`config.mk`:
```
export PLATFORM = sky130hd
export DESIGN_NAME = nbiot_pdsch_gold_scrambler_core
export DESIGN_NICKNAME = d
export VERILOG_FILES = /design/src/rtl/core/ngs_pkg.sv /design/src/rtl/core/nbiot_pdsch_gold_scrambler_core.sv /design/src/rtl/core/ngs_gold_gen.sv
export VERILOG_INCLUDE_DIRS = /design/src /design/src/rtl/core
export SDC_FILE = /design/constraint.sdc
export NUM_CORES = 1
export LEC_CHECK = 0
export BUFFER_PORTS_ARGS = -buffer_cell sky130_fd_sc_hd__buf_2
export CAP_MARGIN = 20
export CORE_ASPECT_RATIO = 0.9
export CORE_UTILIZATION = 40
export DETAILED_ROUTE_END_ITERATION = 6
export PLACE_DENSITY_LB_ADDON = 0.08
export SETUP_SLACK_MARGIN = 0.05
export SLEW_MARGIN = 15
export SYNTH_ARGS = -nofsm -noshare
export SYNTH_HDL_FRONTEND = slang
export SYNTH_HIERARCHICAL = 1
export SYNTH_SLANG_ARGS = --single-unit
export TNS_END_PERCENT = 20
```
`constraint.sdc`:
```
create_clock -name clk -period 2.7 [get_ports clk]
set_clock_uncertainty 0.1 [all_clocks]
set_input_delay 0.54 -clock clk [delete_from_list [all_inputs] [get_ports clk]]
set_output_delay 0.54 -clock clk [all_outputs]
set_load 0.02 [all_outputs]
```
`src/rtl/core/nbiot_pdsch_gold_scrambler_core_macros.svh`:
```
// Assertion macros shared by the Gold scrambler core.
// Plain text macros; no dependencies.
`ifndef NBIOT_PDSCH_GOLD_SCRAMBLER_CORE_MACROS_SVH
`define NBIOT_PDSCH_GOLD_SCRAMBLER_CORE_MACROS_SVH

// Same-cycle implication, disabled during reset.
`define NGS_ASSERT_NOW(label, clk, rst_n, ante, cons) \
    label: assert property (@(posedge clk) disable iff (!rst_n) (ante) |-> (cons)) \
        else $error("scrambler core check failed");

// Next-cycle implication, disabled during reset.
`define NGS_ASSERT_NEXT(label, clk, rst_n, ante, cons) \
    label: assert property (@(posedge clk) disable iff (!rst_n) (ante) |=> (cons)) \
        else $error("scrambler core check failed");

`endif

```
`src/rtl/core/ngs_pkg.sv`:
```
// Package for the Gold scrambler core: widths, defaults, codes and types.
// No dependencies.
`default_nettype none

package ngs_pkg;

    localparam int DATA_W            = 32;
    localparam int LFSR_W            = 31;
    localparam int WORD_BITS_DEF     = 32;
    localparam int WARMUP_STEPS_DEF  = 1600;

    localparam int RNTI_W  = 16;
    localparam int FRAME_W = 10;
    localparam int SLOT_W  = 5;
    localparam int CELL_W  = 9;
    localparam int CFG_W   = 16;
    localparam int CFG_IDX_W = 2;

    // c_init bit positions
    localparam int RNTI_POS  = 14;
    localparam int FRAME_POS = 13;
    localparam int SLOT_POS  = 9;

    typedef enum logic [CFG_IDX_W-1:0] {
        CFG_RNTI  = 2'd0,
        CFG_FRAME = 2'd1,
        CFG_SLOT  = 2'd2,
        CFG_CELL  = 2'd3
    } cfg_idx_t;

    typedef enum logic [1:0] {
        ST_IDLE,
        ST_WARM,
        ST_WORD,
        ST_EMIT
    } state_t;

    // Commands to the generator unit
    typedef struct packed {
        logic load;
        logic step;
    } gen_ctrl_t;

endpackage

`default_nettype wire

```
`src/rtl/core/nbiot_pdsch_gold_scrambler_core.sv`:
```
// NB-IoT downlink Gold sequence scrambler, top level.
// Depends on ngs_pkg, ngs_gold_gen and nbiot_pdsch_gold_scrambler_core_macros.svh.
//
// Each input transfer carries 32 code bits (bit j is the j-th bit of the group) and a
// last flag; each output transfer carries the same bits XORed with the next WORD_BITS
// Gold sequence bits. The first word after reset, and the first word after a word
// flagged last, opens a new block: c_init = rnti*2^14 + (frame_number mod 2)*2^13 +
// (slot_number/2)*2^9 + cell_id (sum kept to 31 bits), the first LFSR is set to one,
// and both LFSRs run WARMUP_STEPS steps before any sequence bit is used. One shared
// generator advances a single step per cycle during warm-up and sequence collection;
// it holds while a finished word waits for the output register. The block takes one
// word at a time; s_tready is high only while no word is at work, and the output
// register lets a new word start while a result still waits for m_tready. The user
// must write configuration through cfg_we/cfg_index/cfg_wdata only while idle; the
// block itself does not enforce this. Configuration takes effect at the next block
// start. With WORD_BITS above 32 the extra sequence bits are consumed and dropped;
// below 32 the upper data bits pass unscrambled.
`default_nettype none

`include "nbiot_pdsch_gold_scrambler_core_macros.svh"

module nbiot_pdsch_gold_scrambler_core #(
    parameter int WORD_BITS    = ngs_pkg::WORD_BITS_DEF,
    parameter int WARMUP_STEPS = ngs_pkg::WARMUP_STEPS_DEF
) (
    input  wire logic                          clk,
    input  wire logic                          rst_n,
    // configuration write port
    input  wire logic                          cfg_we,
    input  wire logic [ngs_pkg::CFG_IDX_W-1:0] cfg_index,
    input  wire logic [ngs_pkg::CFG_W-1:0]     cfg_wdata,
    // input stream
    input  wire logic                          s_tvalid,
    output logic                               s_tready,
    input  wire logic [ngs_pkg::DATA_W-1:0]    s_tdata,   // [31:0] data_word
    input  wire logic                          s_tlast,   // last_word
    // output stream
    output logic                               m_tvalid,
    input  wire logic                          m_tready,
    output logic [ngs_pkg::DATA_W-1:0]         m_tdata,   // [31:0] scrambled_word
    output logic                               m_tlast    // last
);

    // Counter widths; each counter indexes up to its terminal value only
    localparam int BIT_W  = (WORD_BITS > 1) ? $clog2(WORD_BITS) : 1;
    localparam int WARM_W = (WARMUP_STEPS > 1) ? $clog2(WARMUP_STEPS) : 1;
    localparam int BIT_LAST  = WORD_BITS - 1;
    localparam int WARM_LAST = (WARMUP_STEPS > 0) ? WARMUP_STEPS - 1 : 0;
    // Sequence bits that land inside the 32-bit result
    localparam int KEEP = (WORD_BITS < ngs_pkg::DATA_W) ? WORD_BITS : ngs_pkg::DATA_W;

    // Configuration registers
    logic [ngs_pkg::RNTI_W-1:0]  rnti_reg;
    logic [ngs_pkg::FRAME_W-1:0] frame_reg;
    logic [ngs_pkg::SLOT_W-1:0]  slot_reg;
    logic [ngs_pkg::CELL_W-1:0]  cell_reg;

    always_ff @(posedge clk or negedge rst_n)
    begin
        if (!rst_n)
        begin
            rnti_reg  <= '0;
            frame_reg <= '0;
            slot_reg  <= '0;
            cell_reg  <= '0;
        end
        else if (cfg_we)
        begin
            case (ngs_pkg::cfg_idx_t'(cfg_index))
                ngs_pkg::CFG_RNTI:  rnti_reg  <= cfg_wdata[ngs_pkg::RNTI_W-1:0];
                ngs_pkg::CFG_FRAME: frame_reg <= cfg_wdata[ngs_pkg::FRAME_W-1:0];
                ngs_pkg::CFG_SLOT:  slot_reg  <= cfg_wdata[ngs_pkg::SLOT_W-1:0];
                ngs_pkg::CFG_CELL:  cell_reg  <= cfg_wdata[ngs_pkg::CELL_W-1:0];
                default: ;
            endcase
        end
    end

    // c_init: terms are added; with these register widths the fields do not overlap, so no carry arises
    logic [ngs_pkg::LFSR_W-1:0] cinit;
    always_comb
    begin
        cinit = {1'b0, rnti_reg, {ngs_pkg::RNTI_POS{1'b0}}}
              + {{(ngs_pkg::LFSR_W-ngs_pkg::FRAME_POS-1){1'b0}}, frame_reg[0],
                 {ngs_pkg::FRAME_POS{1'b0}}}
              + {{(ngs_pkg::LFSR_W-ngs_pkg::SLOT_POS-ngs_pkg::SLOT_W+1){1'b0}},
                 slot_reg[ngs_pkg::SLOT_W-1:1], {ngs_pkg::SLOT_POS{1'b0}}}
              + {{(ngs_pkg::LFSR_W-ngs_pkg::CELL_W){1'b0}}, cell_reg};
    end

    // Sequencer state
    ngs_pkg::state_t              state_reg, state_next;
    logic [BIT_W-1:0]             bit_cnt_reg, bit_cnt_next;
    logic [WARM_W-1:0]            warm_cnt_reg, warm_cnt_next;
    logic                         in_block_reg, in_block_next;
    logic [ngs_pkg::DATA_W-1:0]   data_reg, data_next;
    logic                         last_reg, last_next;
    logic [WORD_BITS-1:0]         seq_reg, seq_next;
    logic                         m_valid_reg, m_valid_next;
    logic [ngs_pkg::DATA_W-1:0]   m_data_reg, m_data_next;
    logic                         m_last_reg, m_last_next;

    ngs_pkg::gen_ctrl_t           gen_ctrl;
    logic                         seq_bit;
    logic                         s_fire;
    logic                         out_free;
    logic [WORD_BITS-1:0]         seq_shift;
    logic [ngs_pkg::DATA_W-1:0]   seq_mask;

    ngs_gold_gen u_gen (
        .clk     (clk),
        .rst_n   (rst_n),
        .ctrl    (gen_ctrl),
        .cinit   (cinit),
        .seq_bit (seq_bit)
    );

    // Shift each new sequence bit in at the top; after WORD_BITS steps bit j sits at j
    generate
        if (WORD_BITS == 1)
        begin : g_shift_one
            assign seq_shift = seq_bit;
        end
        else
        begin : g_shift_many
            assign seq_shift = {seq_bit, seq_reg[WORD_BITS-1:1]};
        end
    endgenerate

    always_comb
    begin
        seq_mask = '0;
        seq_mask[KEEP-1:0] = seq_reg[KEEP-1:0];
    end

    assign s_tready = (state_reg == ngs_pkg::ST_IDLE);
    assign s_fire   = s_tvalid && s_tready;
    assign out_free = !m_valid_reg || m_tready;

    always_comb
    begin
        state_next    = state_reg;
        bit_cnt_next  = bit_cnt_reg;
        warm_cnt_next = warm_cnt_reg;
        in_block_next = in_block_reg;
        data_next     = data_reg;
        last_next     = last_reg;
        seq_next      = seq_reg;
        m_valid_next  = m_valid_reg;
        m_data_next   = m_data_reg;
        m_last_next   = m_last_reg;
        gen_ctrl      = '0;

        // drop the result once the sink takes it
        if (m_valid_reg && m_tready)
            m_valid_next = 1'b0;

        case (state_reg)
            ngs_pkg::ST_IDLE:
            begin
                if (s_fire)
                begin
                    data_next     = s_tdata;
                    last_next     = s_tlast;
                    in_block_next = !s_tlast;
                    bit_cnt_next  = '0;
                    warm_cnt_next = '0;
                    if (!in_block_reg)
                    begin
                        // open a block: load the generator, then warm up if WARMUP_STEPS is nonzero
                        gen_ctrl.load = 1'b1;
                        state_next = (WARMUP_STEPS > 0) ? ngs_pkg::ST_WARM
                                                        : ngs_pkg::ST_WORD;
                    end
                    else
                        state_next = ngs_pkg::ST_WORD;
                end
            end
            ngs_pkg::ST_WARM:
            begin
                gen_ctrl.step = 1'b1;
                warm_cnt_next = warm_cnt_reg + 1'b1;
                if (warm_cnt_reg == WARM_W'(WARM_LAST))
                    state_next = ngs_pkg::ST_WORD;
            end
            ngs_pkg::ST_WORD:
            begin
                gen_ctrl.step = 1'b1;
                seq_next      = seq_shift;
                bit_cnt_next  = bit_cnt_reg + 1'b1;
                if (bit_cnt_reg == BIT_W'(BIT_LAST))
                    state_next = ngs_pkg::ST_EMIT;
            end
            ngs_pkg::ST_EMIT:
            begin
                // hold until the output register is free
                if (out_free)
                begin
                    m_valid_next = 1'b1;
                    m_data_next  = data_reg ^ seq_mask;
                    m_last_next  = last_reg;
                    state_next   = ngs_pkg::ST_IDLE;
                end
            end
            default:
                state_next = ngs_pkg::ST_IDLE;
        endcase
    end

    always_ff @(posedge clk or negedge rst_n)
    begin
        if (!rst_n)
        begin
            state_reg    <= ngs_pkg::ST_IDLE;
            bit_cnt_reg  <= '0;
            warm_cnt_reg <= '0;
            in_block_reg <= 1'b0;
            m_valid_reg  <= 1'b0;
        end
        else
        begin
            state_reg    <= state_next;
            bit_cnt_reg  <= bit_cnt_next;
            warm_cnt_reg <= warm_cnt_next;
            in_block_reg <= in_block_next;
            m_valid_reg  <= m_valid_next;
        end
    end

    always_ff @(posedge clk)
    begin
        data_reg   <= data_next;
        last_reg   <= last_next;
        seq_reg    <= seq_next;
        m_data_reg <= m_data_next;
        m_last_reg <= m_last_next;
    end

    assign m_tvalid = m_valid_reg;
    assign m_tdata  = m_data_reg;
    assign m_tlast  = m_last_reg;

    // A word that opens a block must go through warm-up first
    `NGS_ASSERT_NEXT(a_open_warms, clk, rst_n,
        s_fire && !in_block_reg && (WARMUP_STEPS > 0), state_reg == ngs_pkg::ST_WARM)
    // A word inside a block goes straight to sequence collection
    `NGS_ASSERT_NEXT(a_cont_word, clk, rst_n,
        s_fire && in_block_reg, state_reg == ngs_pkg::ST_WORD)
    // A pending result is never overwritten
    `NGS_ASSERT_NEXT(a_no_overwrite, clk, rst_n,
        state_reg == ngs_pkg::ST_EMIT && m_valid_reg && !m_tready,
        state_reg == ngs_pkg::ST_EMIT && m_valid_reg)
    // Emitting a result returns to idle with the output register loaded
    `NGS_ASSERT_NEXT(a_emit_loads, clk, rst_n,
        state_reg == ngs_pkg::ST_EMIT && out_free,
        state_reg == ngs_pkg::ST_IDLE && m_valid_reg)

endmodule

`default_nettype wire

```
`src/rtl/core/ngs_gold_gen.sv`:
```
// Length-31 Gold sequence generator: two LFSRs advanced one step per command.
// Depends on ngs_pkg.
`default_nettype none

module ngs_gold_gen (
    input  wire logic                      clk,
    input  wire logic                      rst_n,
    input  wire ngs_pkg::gen_ctrl_t        ctrl,
    input  wire logic [ngs_pkg::LFSR_W-1:0] cinit,
    output logic                           seq_bit
);

    logic [ngs_pkg::LFSR_W-1:0] x1_reg, x1_next;
    logic [ngs_pkg::LFSR_W-1:0] x2_reg, x2_next;

    assign seq_bit = x1_reg[0] ^ x2_reg[0];

    always_comb
    begin
        x1_next = x1_reg;
        x2_next = x2_reg;
        if (ctrl.load)
        begin
            x1_next = {{(ngs_pkg::LFSR_W-1){1'b0}}, 1'b1};
            x2_next = cinit;
        end
        else if (ctrl.step)
        begin
            x1_next = {x1_reg[3] ^ x1_reg[0], x1_reg[ngs_pkg::LFSR_W-1:1]};
            x2_next = {x2_reg[3] ^ x2_reg[2] ^ x2_reg[1] ^ x2_reg[0],
                       x2_reg[ngs_pkg::LFSR_W-1:1]};
        end
    end

    always_ff @(posedge clk or negedge rst_n)
    begin
        if (!rst_n)
        begin
            x1_reg <= {{(ngs_pkg::LFSR_W-1){1'b0}}, 1'b1};
            x2_reg <= '0;
        end
        else
        begin
            x1_reg <= x1_next;
            x2_reg <= x2_next;
        end
    end

endmodule

`default_nettype wire
```
==> results.sh, run 1 <==
export IMPL_tightest_slew_ns=0.603
export IMPL_max_freq_mhz=479
export IMPL_cap_violations=0
export IMPL_crit_reg2reg_launch="state_reg[0]"
export IMPL_worstHoldStart="s_tdata[14]"
export IMPL_num_io_pins=91
export IMPL_syn_num_nets=610
export IMPL_status="complete, no violations"
export IMPL_ys_async_sr_fraction_pct=53.3
export IMPL_grt_setup_unrepaired="no"
export IMPL_cts_buffer_depth=3
export IMPL_grt_max_degree=39
export IMPL_fin_tns_setup_ns=0
export IMPL_wl_per_cell_um=15.6
export IMPL_vias=4511
export IMPL_io_buffers=90
export IMPL_area_growth_syn_to_layout_pct=18.2
export IMPL_cts_htree_levels=1
export IMPL_finalHoldViolCount=0
export IMPL_pwr_share_clk_pct=25.3
export IMPL_min_path_type="in -> reg"
export IMPL_post_route_drc_count=0
export IMPL_clock_sinks=210
export IMPL_period_minus_slack_ns=2.09
export IMPL_cts_tree="done"
export IMPL_die_x_um=153
export IMPL_antenna_found_initial=0
export IMPL_syn_inst=546
export IMPL_criticalPathCategory="reg -> out"
export IMPL_synth_area_sq_um=8200
export IMPL_synth_edf_count=98
export IMPL_ir_drop_mv=0.568
export IMPL_hold_slack_ns=0.110
export IMPL_drive_above_1_share_pct=25.4
export IMPL_p_leak_nw=4.20
export IMPL_reg2reg_depth=6
export IMPL_yosysWarningCount=6
export IMPL_yosysUniqueCellTypes=38
export IMPL_clockRootBuffer="clkbuf_16"
export IMPL_ys_seq_area_share_pct=70.1
export IMPL_row_count=49
export IMPL_p_int_mw=7.67
export IMPL_ys_flop_type="dfrtp_1"
export IMPL_fin_crit_sh_pct=77.3
export IMPL_required_ns=2.06
export IMPL_power_density_nw_per_um2=1160
export IMPL_synth_seq_cells=210
export IMPL_crit_start="state_reg[0]"
export IMPL_cp_max_fo=6
export IMPL_cp_arrival_ns=1.45
export IMPL_start_util_pct=40.9
export IMPL_whs_path_depth=1
export IMPL_clock_latency_ns=0.50
export IMPL_nNetsFinal=719
export IMPL_p_comb_share_pct=29.1
export IMPL_wirelength_um=14400
export IMPL_viasPerCell=4.89
export IMPL_core_area_sq_um=20000
export IMPL_grt_pass1_wl_um=23700
export IMPL_post_cts_buffers=0
export IMPL_syn_avg_cell_area_sq_um=15.0
export IMPL_ant_nets=0
export IMPL_setup_violations=0
export IMPL_slew_headroom_pct=59.4
export IMPL_die_h_um=138
export IMPL_swShare_pct=31.7
export IMPL_grt_usage_pct=14.1
export IMPL_finalPower_mw=11.2
export IMPL_overflow=0
export IMPL_critPathLaunchType="flip-flop"
export IMPL_firstDrtPassIters=4
export IMPL_n_antenna_cell=0
export IMPL_die_area_sq_um=21100
export IMPL_crit_path_end_kind="primary output"
export IMPL_grt_pass1_vias=4656
export IMPL_path_clk_slew_ns=0.06
export IMPL_dp_final_hpwl_um=9250
export IMPL_cts_buffers=23
export IMPL_p_sw_mw=3.56
export IMPL_gp_congestion=0.699
export IMPL_drv_slew=0
export IMPL_drtIter0Drc=256
export IMPL_seqPwrFrac_pct=45.6
-- cells in the final DEF (no fill, tap or decap), types with 2 or more instances in the layout --
| cell type | netlist | routed |
|---|---|---|
| a211o_1 | 2 | 2 |
| a21oi_1 | 4 | 4 |
| a22o_1 | 3 | 3 |
| a32o_1 | 3 | 3 |
| and2_1 | 2 | 2 |
| and3_1 | 3 | 3 |
| buf_12 | 0 | 5 |
| buf_2 | 7 | 89 |
| buf_4 | 2 | 8 |
| clkbuf_1 | 4 | 7 |
| clkbuf_16 | 0 | 23 |
| clkinv_1 | 0 | 2 |
| clkinv_2 | 0 | 4 |
| dfrtp_1 | 111 | 111 |
| edfxtp_1 | 98 | 98 |
| ha_1 | 8 | 6 |
| inv_1 | 7 | 7 |
| mux2_2 | 30 | 30 |
| mux2i_1 | 64 | 64 |
| nand2_1 | 44 | 44 |
| nand2b_1 | 2 | 2 |
| nand3_1 | 4 | 4 |
| nand3b_1 | 2 | 2 |
| nand4_1 | 4 | 4 |
| nor2_1 | 38 | 37 |
| o21ai_0 | 11 | 11 |
| o21ai_1 | 31 | 31 |
| or3_1 | 3 | 3 |
| xnor2_1 | 2 | 2 |
| xor2_1 | 40 | 40 |
-- what timing repair did --
| action | in CTS | in global routing |
|---|---|---|
| gates resized for setup | 0 | 0 |
| hold endpoints to repair | 35 | 0 |
| hold buffers | 1 | 0 |
-- path summary, 6_finish.rpt --
kind                            slack (ns)               end
worst max-delay path                  0.61          s_tready
worst min-delay path                  0.11      data_reg[14]
worst max register to register        0.68  u_gen/x1_reg[26]
worst min register to register        0.32           m_tlast
max in group asynchronous             1.40  warm_cnt_reg[10]
min in group asynchronous             0.46  u_gen/x2_reg[17]
-- worst max-delay path, stage by stage, from the launching register on --
cell     delay (ns)
dfrtp_1        0.40
inv_1          0.18
ha_4           0.19
buf_2          0.18
-- power groups by stage --
stage	clock [mW]	combinational (mW)	sequential, mW
floorplan	0	2.44	5.24
global placement	0	3.26	5.17
detailed placement	0	3.34	5.18
CTS	2.93	3.34	5.14
global route	3.05	3.62	5.24
finish	2.84	3.27	5.12
-- layout make-up --
| cell class | count | area, sq um |
|---|---|---|
| fill | 1773 | 10400 |
| sequential | 210 | 5750 |
| multi-input combinational | 310 | 2310 |
| timing repair buffer | 103 | 616 |
| clock buffer | 30 | 602 |
| tap | 255 | 319 |
| clock inverter | 8 | 65.1 |
| inverter | 7 | 26.3 |
-- metrics by stage --
stage | util, % | std cells | instance area (sq um) | setup slack, ns
floorplan | - | 546 | 8200 | 0.308
global placement | 44.9 | 884 | 9010 | 0.747
detailed placement | 44.9 | 884 | 9010 | 0.652
CTS | 48.3 | 923 | 9690 | 0.585
global route | 48.3 | 923 | 9690 | 0.496
finish | 48.3 | 923 | 9690 | 0.614
-- synthesized netlist by cell type, drive strengths merged, types with 2 or more instances --
master,n,area share [%]
a22o,3,0.32
buf,15,1.4
mux2i,64,7.8
nor3b,2,0.24
and2,2,0.15
dfrtp,111,34
nand2,44,2.0
nand3,4,0.24
a211o,2,0.21
nand4,5,0.56
edfxtp,98,36
o21ai,42,2.6
ha,8,1.2
xor2,40,4.3
mux2,31,4.3
xnor2,2,0.21
clkbuf,4,0.18
a21oi,4,0.24
nand2b,2,0.15
inv,7,0.32
nor2,38,1.7
or3,3,0.23
and3,3,0.23
a32o,3,0.37
nand3b,2,0.18
-- logic make-up (layout without fill, tap and decap cells) --
group           Yosys count  after routing  share of synthesized area, %
other cells               1              1                        0.0458
fa+ha+maj                 8              8                          1.22
compound gates           55             55                          3.86
buf+inv                  26            148                          1.94
xor+xnor                 42             42                          4.49
flops                   210            210                          70.1
simple gates            109            109                          6.21
mux                      95             95                          12.1
-- routing by layer --
metal | GRT usage, % | share of wire [%]
met1 | 19.1 | 48
met2 | 23.0 | 46
met3 | 2.96 | 4.4
met4 | 4.21 | 2.0
met5 | 0 | 0
No activity file was read; power rests on OpenSTA's default activity.
==> run 2: changes to the inputs <==
Clock period 2.7 ns to 1.8 ns, I/O delays scaled along.
==> run 2 against run 1 <==
  * Via count up 4.3%
  * Final cell count up 7.5%
  * Worst hold slack got worse by 0.089 ns
  * Critical endpoint unchanged
==> results.sh, run 2 (same netlist as run 1, synthesis figures left out) <==
export IMPL_period_minus_slack_ns=1.75
export IMPL_drtIter0Drc=239
export IMPL_clockRootBuffer="clkbuf_16"
export IMPL_grt_pass1_vias=4709
export IMPL_finalHoldViolCount=0
export IMPL_wirelength_um=14800
export IMPL_die_h_um=138
export IMPL_p_leak_nw=4.58
export IMPL_overflow=0
export IMPL_n_antenna_cell=0
export IMPL_cts_htree_levels=1
export IMPL_cap_violations=0
export IMPL_cp_arrival_ns=1.29
export IMPL_path_clk_slew_ns=0.06
export IMPL_cp_max_fo=6
export IMPL_drive_above_1_share_pct=28.6
export IMPL_nFillCells=1665
export IMPL_status="complete, no violations"
export IMPL_cts_tree="done"
export IMPL_register_area_sq_um=5750
export IMPL_start_util_pct=40.9
export IMPL_area_growth_syn_to_layout_pct=29.0
export IMPL_clock_sinks=210
export IMPL_drv_slew=0
export IMPL_finalPower_mw=18.5
export IMPL_mostFrequentLayoutCells="dfrtp_1 (111), edfxtp_1 (98), buf_2 (88)"
export IMPL_firstDrtPassIters=4
export IMPL_antenna_found_initial=0
export IMPL_num_io_pins=91
export IMPL_io_buffers=90
export IMPL_vias=4707
export IMPL_grt_usage_pct=14.5
export IMPL_nNetsFinal=785
export IMPL_cts_buffer_depth=3
export IMPL_core_area_sq_um=20000
export IMPL_hold_slack_ns=0.0206
export IMPL_clock_latency_ns=0.49
export IMPL_fin_tns_setup_ns=0
export IMPL_die_area_sq_um=21100
export IMPL_grt_pass1_wl_um=24200
export IMPL_required_ns=1.34
export IMPL_gp_congestion=0.720
export IMPL_grt_max_degree=46
export IMPL_power_density_nw_per_um2=1750
export IMPL_ir_drop_mv=0.648
export IMPL_multi_input_area_sq_um=2340
export IMPL_criticalPathCategory="reg -> out"
export IMPL_viasPerCell=4.74
export IMPL_dp_final_hpwl_um=9500
export IMPL_stdcell_area_sq_um=10600
export IMPL_final_common_cell="dfrtp_1"
export IMPL_critPathLaunchType="flip-flop"
export IMPL_die_x_um=153
export IMPL_row_count=49
export IMPL_placed_area_sq_um=9230
export IMPL_fin_crit_sh_pct=97.3
export IMPL_post_route_drc_count=0
export IMPL_max_freq_mhz=571
export IMPL_placedCellCount=896
export IMPL_ant_nets=0
export IMPL_wl_per_cell_um=15.0
export IMPL_crit_path_end_kind="primary output"
export IMPL_post_layout_nonfiller_instances=992
export IMPL_min_path_type="in -> reg"
export IMPL_cts_buffers=23
export IMPL_setup_violations=0
export IMPL_grt_setup_unrepaired="yes"
## run 2: layer usage
layer	wire [um]	global-route usage, %
met1	7140	20.2
met2	6770	23.0
met3	570	2.74
met4	358	4.66
met5	0	0
## run 2: timing repair
action | CTS | global route
hold buffers | 43 | 0
endpoints found under the setup margin | 37 | 70
resized for setup | 3 | 7
setup buffers | 3 | 9
hold endpoints to repair | 155 | 0
pin swaps | 0 | 6
## run 2: power breakdown
| part | switching (mW) | total [mW] | leakage (nW) | internal [mW] |
|---|---|---|---|---|
| Sequential | 0.800 | 7.69 | 2.34 | 6.89 |
| Clock | 1.85 | 4.77 | 0.378 | 2.92 |
| Combinational | 3.02 | 6.02 | 1.86 | 3.00 |
## run 2: cell type report
type | instances | share of cell area, %
tap | 255 | 3.02
inverter | 7 | 0.284
timing repair buffer | 169 | 12.9
clock inverter | 16 | 1.76
clock buffer | 25 | 5.51
multi-input combinational | 310 | 22.2
sequential | 210 | 54.4
## run 2: path summary, 6_finish.rpt
| check | start | endpoint | slack [ns] | cells after the start |
|---|---|---|---|---|
| max | state_reg[0] | s_tready | 0.05 | 3 |
| min | cfg_wdata[5] | rnti_reg[5] | 0.02 | 2 |
| max reg2reg | state_reg[0] | warm_cnt_reg[9] | 0.09 | 6 |
| min reg2reg | last_reg | m_tlast | 0.33 | 0 |
| max in group asynchronous | rst_n | u_gen/x1_reg[0] | 0.87 | 3 |
| min in group asynchronous | rst_n | u_gen/x2_reg[19] | 0.17 | 2 |
## run 2: worst max-delay path: stages, from the launching register on
cell,delay [ns]
dfrtp_1,0.41
inv_2,0.09
ha_4,0.17
buf_6,0.13
## run 2: stage by stage
step / setup WS (ns) / utilization, %
final: 0.0484 / 52.7
after global routing: -0.00363 / 52.7
after CTS: 0.00158 / 52.2
after detailed placement: 0.0135 / 46.0
after global placement: 0.0243 / 46.0
after floorplan: 0.0497 / -
==> run 3: changes to the inputs <==
Settings changed: REMOVE_ABC_BUFFERS set to 1.
==> run 3 against run 2 <==
  * Sequential share of layout area increased by 0.56 points
  * Sequential cell count unchanged
  * Maximum frequency increased by 0.98%
  * Core utilization decreased by 0.54 points
  * Worst setup slack improved by 0.017 ns
  * Die area unchanged
  * Wire length decreased by 1.8%
  * Clock-buffer cell count increased by 10
  * Clock power about the same
  * Largest cell class unchanged
  * Largest power group unchanged
==> results.sh, run 3 (same netlist as run 1, synthesis figures left out) <==
export IMPL_status="complete, no violations"
export IMPL_ir_drop_mv=0.967
export IMPL_placedCellCount=898
export IMPL_mostFrequentLayoutCells="dfrtp_1 (111), edfxtp_1 (98), buf_2 (88)"
export IMPL_viasPerCell=4.74
export IMPL_period_minus_slack_ns=1.73
export IMPL_grt_pass1_vias=4632
export IMPL_worstHoldStart="cfg_wdata[7]"
export IMPL_tightest_slew_ns=0.584
export IMPL_post_route_drc_count=0
export IMPL_p_leak_nw=4.56
export IMPL_clock_sinks=210
export IMPL_cts_buffers=23
export IMPL_preCtsSetupSlack_ns=0.00541
export IMPL_setup_violations=0
export IMPL_max_freq_mhz=576
export IMPL_area_growth_syn_to_layout_pct=27.7
export IMPL_dp_final_hpwl_um=9330
export IMPL_nFillCells=1720
export IMPL_grt_pass1_wl_um=23600
export IMPL_drv_slew=0
export IMPL_crit_reg2reg_launch="state_reg[1]"
export IMPL_cap_violations=0
export IMPL_crit_chain="inv_2, ha_4, buf_6"
export IMPL_wl_per_cell_um=14.8
export IMPL_crit_path_end_kind="primary output"
export IMPL_required_ns=1.34
export IMPL_grt_max_degree=40
export IMPL_cts_htree_levels=1
export IMPL_cp_arrival_ns=1.27
export IMPL_start_util_pct=40.9
export IMPL_slew_headroom_pct=60.6
export IMPL_core_area_sq_um=20000
export IMPL_die_area_sq_um=21100
export IMPL_nNetsFinal=779
export IMPL_wirelength_um=14600
export IMPL_power_density_nw_per_um2=1710
export IMPL_whs_path_depth=2
export IMPL_critPathLaunchType="flip-flop"
export IMPL_finalHoldViolCount=0
export IMPL_clock_latency_ns=0.49
export IMPL_post_layout_nonfiller_instances=986
export IMPL_antenna_found_initial=0
export IMPL_cts_buffer_depth=3
export IMPL_n_antenna_cell=0
export IMPL_num_io_pins=91
export IMPL_grt_usage_pct=14.2
export IMPL_ant_nets=0
export IMPL_firstDrtPassIters=4
export IMPL_min_path_type="in -> reg"
export IMPL_die_x_um=153
export IMPL_hold_path_end="rnti_reg[7]"
export IMPL_grt_setup_unrepaired="yes"
export IMPL_hold_slack_ns=0.0159
export IMPL_drive_above_1_share_pct=27.6
export IMPL_cp_max_fo=6
export IMPL_vias=4672
export IMPL_slowest_delay_ns=0.39
export IMPL_row_count=49
export IMPL_gp_congestion=0.738
export IMPL_die_h_um=138
export IMPL_rrSetupSlack_ns=0.10
export IMPL_overflow=0
export IMPL_fin_crit_sh_pct=96.4
export IMPL_reg2reg_depth=6
export IMPL_criticalPathCategory="reg -> out"
export IMPL_path_clk_slew_ns=0.06
export IMPL_r2r_end="warm_cnt_reg[9]"
export IMPL_drtIter0Drc=144
export IMPL_worst_slack_ns=0.0654
export IMPL_cts_tree="done"
export IMPL_final_common_cell="dfrtp_1"
export IMPL_io_buffers=90
export IMPL_clockRootBuffer="clkbuf_16"
export IMPL_slowest_stage="dfrtp_1"
[run 3: layout make-up]
cell class	instances	area, sq um	area share [%]
Clock inverter	6	80.1	0.765
Tap cell	255	319	3.05
Clock buffer	35	712	6.80
Sequential cell	210	5750	54.9
Multi-Input combinational cell	311	2330	22.2
Inverter	7	26.3	0.251
Timing Repair Buffer	162	1250	12.0
[run 3: routing by layer]
layer / track usage (%) / wire length, um / vias to the layer above
met1: 19.1 / 6900 / 2293
met4: 3.42 / 252 / 0
met2: 23.6 / 6890 / 77
met3: 2.96 / 517 / 25
li1: - / - / 2277
met5: 0 / 0 / -
[run 3: repair_timing]
| action | CTS | global route |
|---|---|---|
| hold buffers | 39 | 3 |
| cloned | 0 | 1 |
| resized for setup | 4 | 3 |
| endpoints found under the hold margin | 71 | 3 |
| pin swaps | 0 | 2 |
| setup buffers | 3 | 1 |
| endpoints found under the setup margin | 60 | 61 |
[run 3: per-stage QoR]
| stage | util (%) | power [mW] | area [sq um] | setup TNS (ns) |
|---|---|---|---|---|
| floorplan | - | 10.5 | 8060 | -184.40 |
| global placement | 45.9 | 13.0 | 9210 | 0 |
| detailed placement | 45.9 | 13.2 | 9210 | 0 |
| CTS | 52.0 | 18.2 | 10400 | 0 |
| global route | 52.2 | 19.0 | 10500 | 0 |
| finish | 52.2 | 17.9 | 10500 | 0 |
[run 3: report_power, final]
| part | switching [mW] | internal (mW) | total, mW |
|---|---|---|---|
| Sequential | 0.767 | 6.89 | 7.65 |
| Clock | 1.78 | 3.00 | 4.78 |
| Combinational | 2.88 | 2.63 | 5.50 |
[run 3: worst max-delay path by stage]
stage                       startpoint          endpoint  slack, ns  depth (start not counted)
final                     state_reg[1]          s_tready       0.07                          3
after global routing      state_reg[1]          s_tready      0.008                          3
after CTS                 state_reg[0]          s_tready       0.05                          3
after detailed placement  state_reg[1]  u_gen/x2_reg[11]      0.005                          7
after global placement    state_reg[1]   u_gen/x2_reg[8]       0.08                          7
after floorplan           state_reg[0]  u_gen/x2_reg[30]      -2.72                          7
[run 3: critical path, delay by kind of cell (launching register included)]
kind / cells / cell delay, ns
buf+inv: 2 / 0.22
fa+ha+maj: 1 / 0.18
flops: 1 / 0.39
